--- src/rtl/rbd_pkg.sv ---
// ----------------------------------------------------------------------------
// rbd_pkg
// shared constants, controller states and control/status bundles of the
// rgb box downscaler
// ----------------------------------------------------------------------------
package rbd_pkg;

	localparam int MAX_WIDTH   = 2048;
	localparam int MAX_HEIGHT  = 2048;
	localparam int DIM_W       = 12;   // size and span edge width
	localparam int POS_W       = 11;   // pixel position width
	localparam int FRAC_W      = 11;   // edge remainder width
	localparam int ACC_W       = 30;   // channel sum width
	localparam int CNT_W       = 23;   // cell pixel count width
	localparam int CH_W        = 8;    // channel width
	localparam int NUM_CH      = 3;
	localparam int DIV_STEPS   = 30;   // one quotient bit per cycle
	localparam int DIV_CNT_W   = 5;
	localparam int SDIV_STEPS  = 12;
	localparam int SDIV_CNT_W  = 4;
	localparam int IN_DATA_W   = 32;
	localparam int OUT_DATA_W  = 56;

	localparam logic [CH_W-1:0] OPAQUE_BYTE = 8'hFF;

	localparam logic [1:0] REG_SRC_WIDTH  = 2'd0;
	localparam logic [1:0] REG_SRC_HEIGHT = 2'd1;
	localparam logic [1:0] REG_DST_WIDTH  = 2'd2;
	localparam logic [1:0] REG_DST_HEIGHT = 2'd3;

	typedef enum logic [2:0] {
		ST_SETUP_GO,
		ST_SETUP_WAIT,
		ST_IDLE,
		ST_ACC,
		ST_DIV,
		ST_PUSH
	} state_t;

	typedef struct packed {
		logic cfg_we;
		logic setup_start;
		logic restart;
		logic pix_take;
		logic acc_en;
		logic div_start;
		logic push;
	} cmd_t;

	typedef struct packed {
		logic setup_busy;
		logic cell_done;
		logic div_busy;
		logic out_free;
	} sts_t;

endpackage

--- src/rtl/rbd_ctrl.sv ---
// ----------------------------------------------------------------------------
// rbd_ctrl
// controller: setup division, pixel accept, accumulate, cell divide, push
// ----------------------------------------------------------------------------
module rbd_ctrl (
	input  logic          clk,
	input  logic          arst_n,
	input  logic          cfg_valid,
	output logic          cfg_ready,
	input  logic          pix_valid,
	output logic          pix_ready,
	input  rbd_pkg::sts_t sts,
	output rbd_pkg::cmd_t cmd
);

	rbd_pkg::state_t state_q, state_d;

	always_ff @(posedge clk or negedge arst_n) begin
		if (!arst_n) begin
			state_q <= rbd_pkg::ST_SETUP_GO;
		end else begin
			state_q <= state_d;
		end
	end

	always_comb begin
		state_d   = state_q;
		cmd       = '0;
		cfg_ready = 1'b0;
		pix_ready = 1'b0;
		case (state_q)
			rbd_pkg::ST_SETUP_GO: begin
				cmd.setup_start = 1'b1;
				state_d = rbd_pkg::ST_SETUP_WAIT;
			end
			rbd_pkg::ST_SETUP_WAIT: begin
				if (!sts.setup_busy) begin
					cmd.restart = 1'b1;
					state_d = rbd_pkg::ST_IDLE;
				end
			end
			rbd_pkg::ST_IDLE: begin
				cfg_ready = 1'b1;
				pix_ready = !cfg_valid;
				if (cfg_valid) begin
					cmd.cfg_we = 1'b1;
					state_d = rbd_pkg::ST_SETUP_GO;
				end else if (pix_valid) begin
					cmd.pix_take = 1'b1;
					state_d = rbd_pkg::ST_ACC;
				end
			end
			rbd_pkg::ST_ACC: begin
				cmd.acc_en = 1'b1;
				if (sts.cell_done) begin
					cmd.div_start = 1'b1;
					state_d = rbd_pkg::ST_DIV;
				end else begin
					state_d = rbd_pkg::ST_IDLE;
				end
			end
			rbd_pkg::ST_DIV: begin
				if (!sts.div_busy) state_d = rbd_pkg::ST_PUSH;
			end
			rbd_pkg::ST_PUSH: begin
				if (sts.out_free) begin
					cmd.push = 1'b1;
					state_d = rbd_pkg::ST_IDLE;
				end
			end
			default: state_d = rbd_pkg::ST_SETUP_GO;
		endcase
	end

endmodule

--- config.mk ---
export PLATFORM = sky130hd
export DESIGN_NAME = rbd_ctrl
export DESIGN_NICKNAME = d
export VERILOG_FILES = /design/src/rtl/rbd_pkg.sv /design/src/rtl/rbd_ctrl.sv
export SDC_FILE = /design/constraint.sdc
export NUM_CORES = 1
export LEC_CHECK = 0
export BUFFER_PORTS_ARGS = -buffer_cell sky130_fd_sc_hd__buf_2
export CORE_AREA = 2 2 39 41
export CTS_BUF_LIST = sky130_fd_sc_hd__clkbuf_8
export DETAILED_ROUTE_END_ITERATION = 16
export DIE_AREA = 0 0 41 43
export SLEW_MARGIN = 15
export SYNTH_ARGS = -nofsm -noshare
export SYNTH_HDL_FRONTEND = slang
export SYNTH_SLANG_ARGS = --single-unit
--- constraint.sdc ---
create_clock -name clk -period 1.51 [get_ports clk]
set_input_delay 0.151 -clock clk [delete_from_list [all_inputs] [get_ports clk]]
set_output_delay 0.151 -clock clk [all_outputs]
set_load 0.02 [all_outputs]
==> reports/metrics.csv <==
stage,metric,value,unit
worst_setup_path,start_kind,flip-flop,
drt,wl_per_cell,10.0,um
worst_setup_path,critical-path-slowest-cell,dfrtp_2,
drt,wl_met2,243,um
drt,drtIter0Drc,1,
drt,wl_met1,277,um
layout,insertedDiodeCount,0,
layout,seqCellArea,76.3,um2
yosys,synth-xor-area-share,0,%
worst_setup_path,worstPathArrival,1290,ps
global_route,antenna_found_initial,0,
worst_setup_path,end_kind,primary output,
yosys,synthAdderAreaFrac,0,%
timing,period_minus_slack,1440,ps
die,start_util,17.9,%
drt,vias,266,
layout,final_cells,63,
yosys,synth_compound_gate_area_share,12.1,%
yosys,synth_cell_types,20,
global_route,track_usage,8.24,%
yosys,synthMuxAreaShare,4.04,%
timing,max_freq,0.695,GHz
layout,layout_common_cells,"16 x buf_2, 3 x nor3_1, 3 x inv_1, 3 x nand2_1, 3 x clkbuf_8",
placed_design,io_buffer_count,16,
yosys,ys_warn_count,0,
worst_setup_path,crit_type,flip-flop to primary output,
yosys,avgSynthCellArea,9.18,um2
clock_network,post-cts-setup-buffers,0,
drt,drtAntennaViolNets,0,
drt,drc,0,
clock_network,clock_latency,220,ps
yosys,synth_area_leader_cell,dfrtp_1,
layout,final_common_cell,buf_2,
layout,drive_above_1_share,57.4,%
global_route,first_global_vias,231,
worst_setup_path,cpPeakStageDelay,470,ps
clock_network,clockBufferDepth,2,
placed_design,placed_area,337,um2
placed_design,placed_cells,58,
global_route,grt_max_degree,11,
yosys,synthSimpleGateAreaFrac,46.0,%
clock_network,cts_buffers,3,
yosys,syn_inst,27,
worst_setup_path,path_max_fanout,10,
die,fp.dieW,41,um
clock_network,numClockSinks,3,
timing,maxSlewViolCount,0,
layout,top_register,state_q,
yosys,synth_top_family_by_area,simple AND/OR/NAND/NOR gates,
timing,relSlewSlack,81.1,%
clock_network,cts_tree,done,
yosys,synthTopCellsByArea,"dfrtp_1 30%, nor3_1 6.1%, nor2b_4 5.6%",
timing,worst_slack,72.1,ps
worst_setup_path,worstPathRequired,1360,ps
yosys,netlist.area_leader.share,30.3,%
yosys,syn_nets,35,
drt,via_per_inst,4.22,
layout,multi_input_area,160,um2
placed_design,place.gp.congestion,0.759,
layout,top_regs,state_q x3,
timing,worst_pin_slew,283,ps
timing,finalCritPeriodShare,95.2,%
die,rows,14,
timing,setup_viol,0,
layout,layout.nets,56,
global_route,grt_pass1_wl,910,um
timing,tns,0,ps
status,status,completed,
worst_setup_path,worstPathCellList,nor3b_4 -> and3b_2 -> buf_2,
drt,dr_wl_met3,102,um
clock_network,htree_levels,1,
die,ios,17,
drt,totalWireLength,633,um
clock_network,clk_pin_slew,30,ps
die,core_area,1380,um2
yosys,ys_ff_latch,3,
drt,highest_layer,met4,
yosys,yosysSeqAreaShare,30.3,%
die,fp.dieH,43,um
flow_run,cap_viol_max_count,0,
layout,fill_cells,157,
die,die_area,1760,um2
placed_design,pre_cts_ws,263,ps
drt,first_pass_iters,2,
power_and_ir_drop,leakagePower,0.219,nW
timing,fin_skew,1.59,ps
yosys,synthesis.area,248,um2
timing,rsz0062_at_grt,no,
clock_network,cts-root-buf,clkbuf_8,
power_and_ir_drop,peakVddDrop,0.927,mV
power_and_ir_drop,cellPowerDensity,2050,nW/um2
layout,syn_to_final_growth,61.1,%
layout,postLayoutCellArea,399,um2
timing,hold_viol,0,
layout,largest_register_ffs,3,
global_route,overflow,0,
worst_hold_path,hold_path.class,input port to async pin,
==> critical path, delay by kind of cell (launching register included) <==
| kind | cells | cell delay [ps] |
|---|---|---|
| flops | 1 | 470 |
| buf+inv | 1 | 150 |
| simple gates | 2 | 450 |
==> cells by family after synthesis <==
kind of cell / count (synthesis)
muxes: 1
and+or+nand+nor: 16
buffers and inverters: 3
DFF: 3
AOI/OAI and AO/OA: 4
==> report_power, final <==
group,switching [mW],internal (mW)
sequential,0.0924,0.122
combinational,0.196,0.179
clock,0.0574,0.173
total,0.345,0.474
==> stage by stage <==
step	hold slack [ps]	util, %	power, mW
floorplan	-145	-	0.480
global placement	-51.6	24.3	0.564
detailed placement	-49.1	24.3	0.566
CTS	254	28.3	0.805
global route	267	28.8	0.885
finish	256	28.8	0.820
==> layer usage <==
metal,GRT usage [%],vias to the layer above
li1,-,133
met1,10.3,114
met3,6.28,2
met4,6.00,0
met5,0,-
met2,9.06,17
==> repair_timing <==
action | 4_1_cts | 5_1_grt
endpoints found under the hold margin | 3 | 0
gates resized for setup | 0 | 2
setup endpoints to repair | 0 | 3
hold buffers | 1 | 0
==> cell type report <==
type                    count  share of cell area (%)
clock inverters             1                   0.940
multi-input cells          21                    40.1
well taps                  16                    5.02
clock buffers               3                    10.3
flip-flops and latches      3                    19.1
repair buffers             17                    22.6
inverters                   2                    1.88
==> final timing paths <==
check | startpoint | to | slack [ps] | depth (start not counted)
setup / recovery | state_q[2]$_DFFE_PN0P_ | cmd[3] | 70 | 3
hold / removal | arst_n | state_q[1]$_DFFE_PN0P_ | 260 | 2
setup reg to reg | state_q[0]$_DFFE_PN0P_ | state_q[2]$_DFFE_PN0P_ | 360 | 3
hold reg to reg | state_q[0]$_DFFE_PN0P_ | state_q[0]$_DFFE_PN0P_ | 670 | 1
max in group asynchronous | arst_n | state_q[2]$_DFFE_PN0P_ | 1140 | 2
min in group clk | sts[0] | state_q[2]$_DFFE_PN0P_ | 280 | 3
==> cells in the mapped netlist <==
master / number
nor2b_4: 1
and2b_1: 1
and3b_1: 1
nor3_1: 3
a21oi_1: 1
and3_2: 1
and2_2: 1
nor3b_1: 1
mux2i_1: 1
a31o_1: 1
nor3b_2: 1
nand2_1: 3
and2_4: 1
nor2_1: 1
and3b_2: 1
inv_1: 2
a211o_2: 1
buf_6: 1
o22ai_1: 1
dfrtp_1: 3
Note: power is estimated with default switching activity, not from simulation.
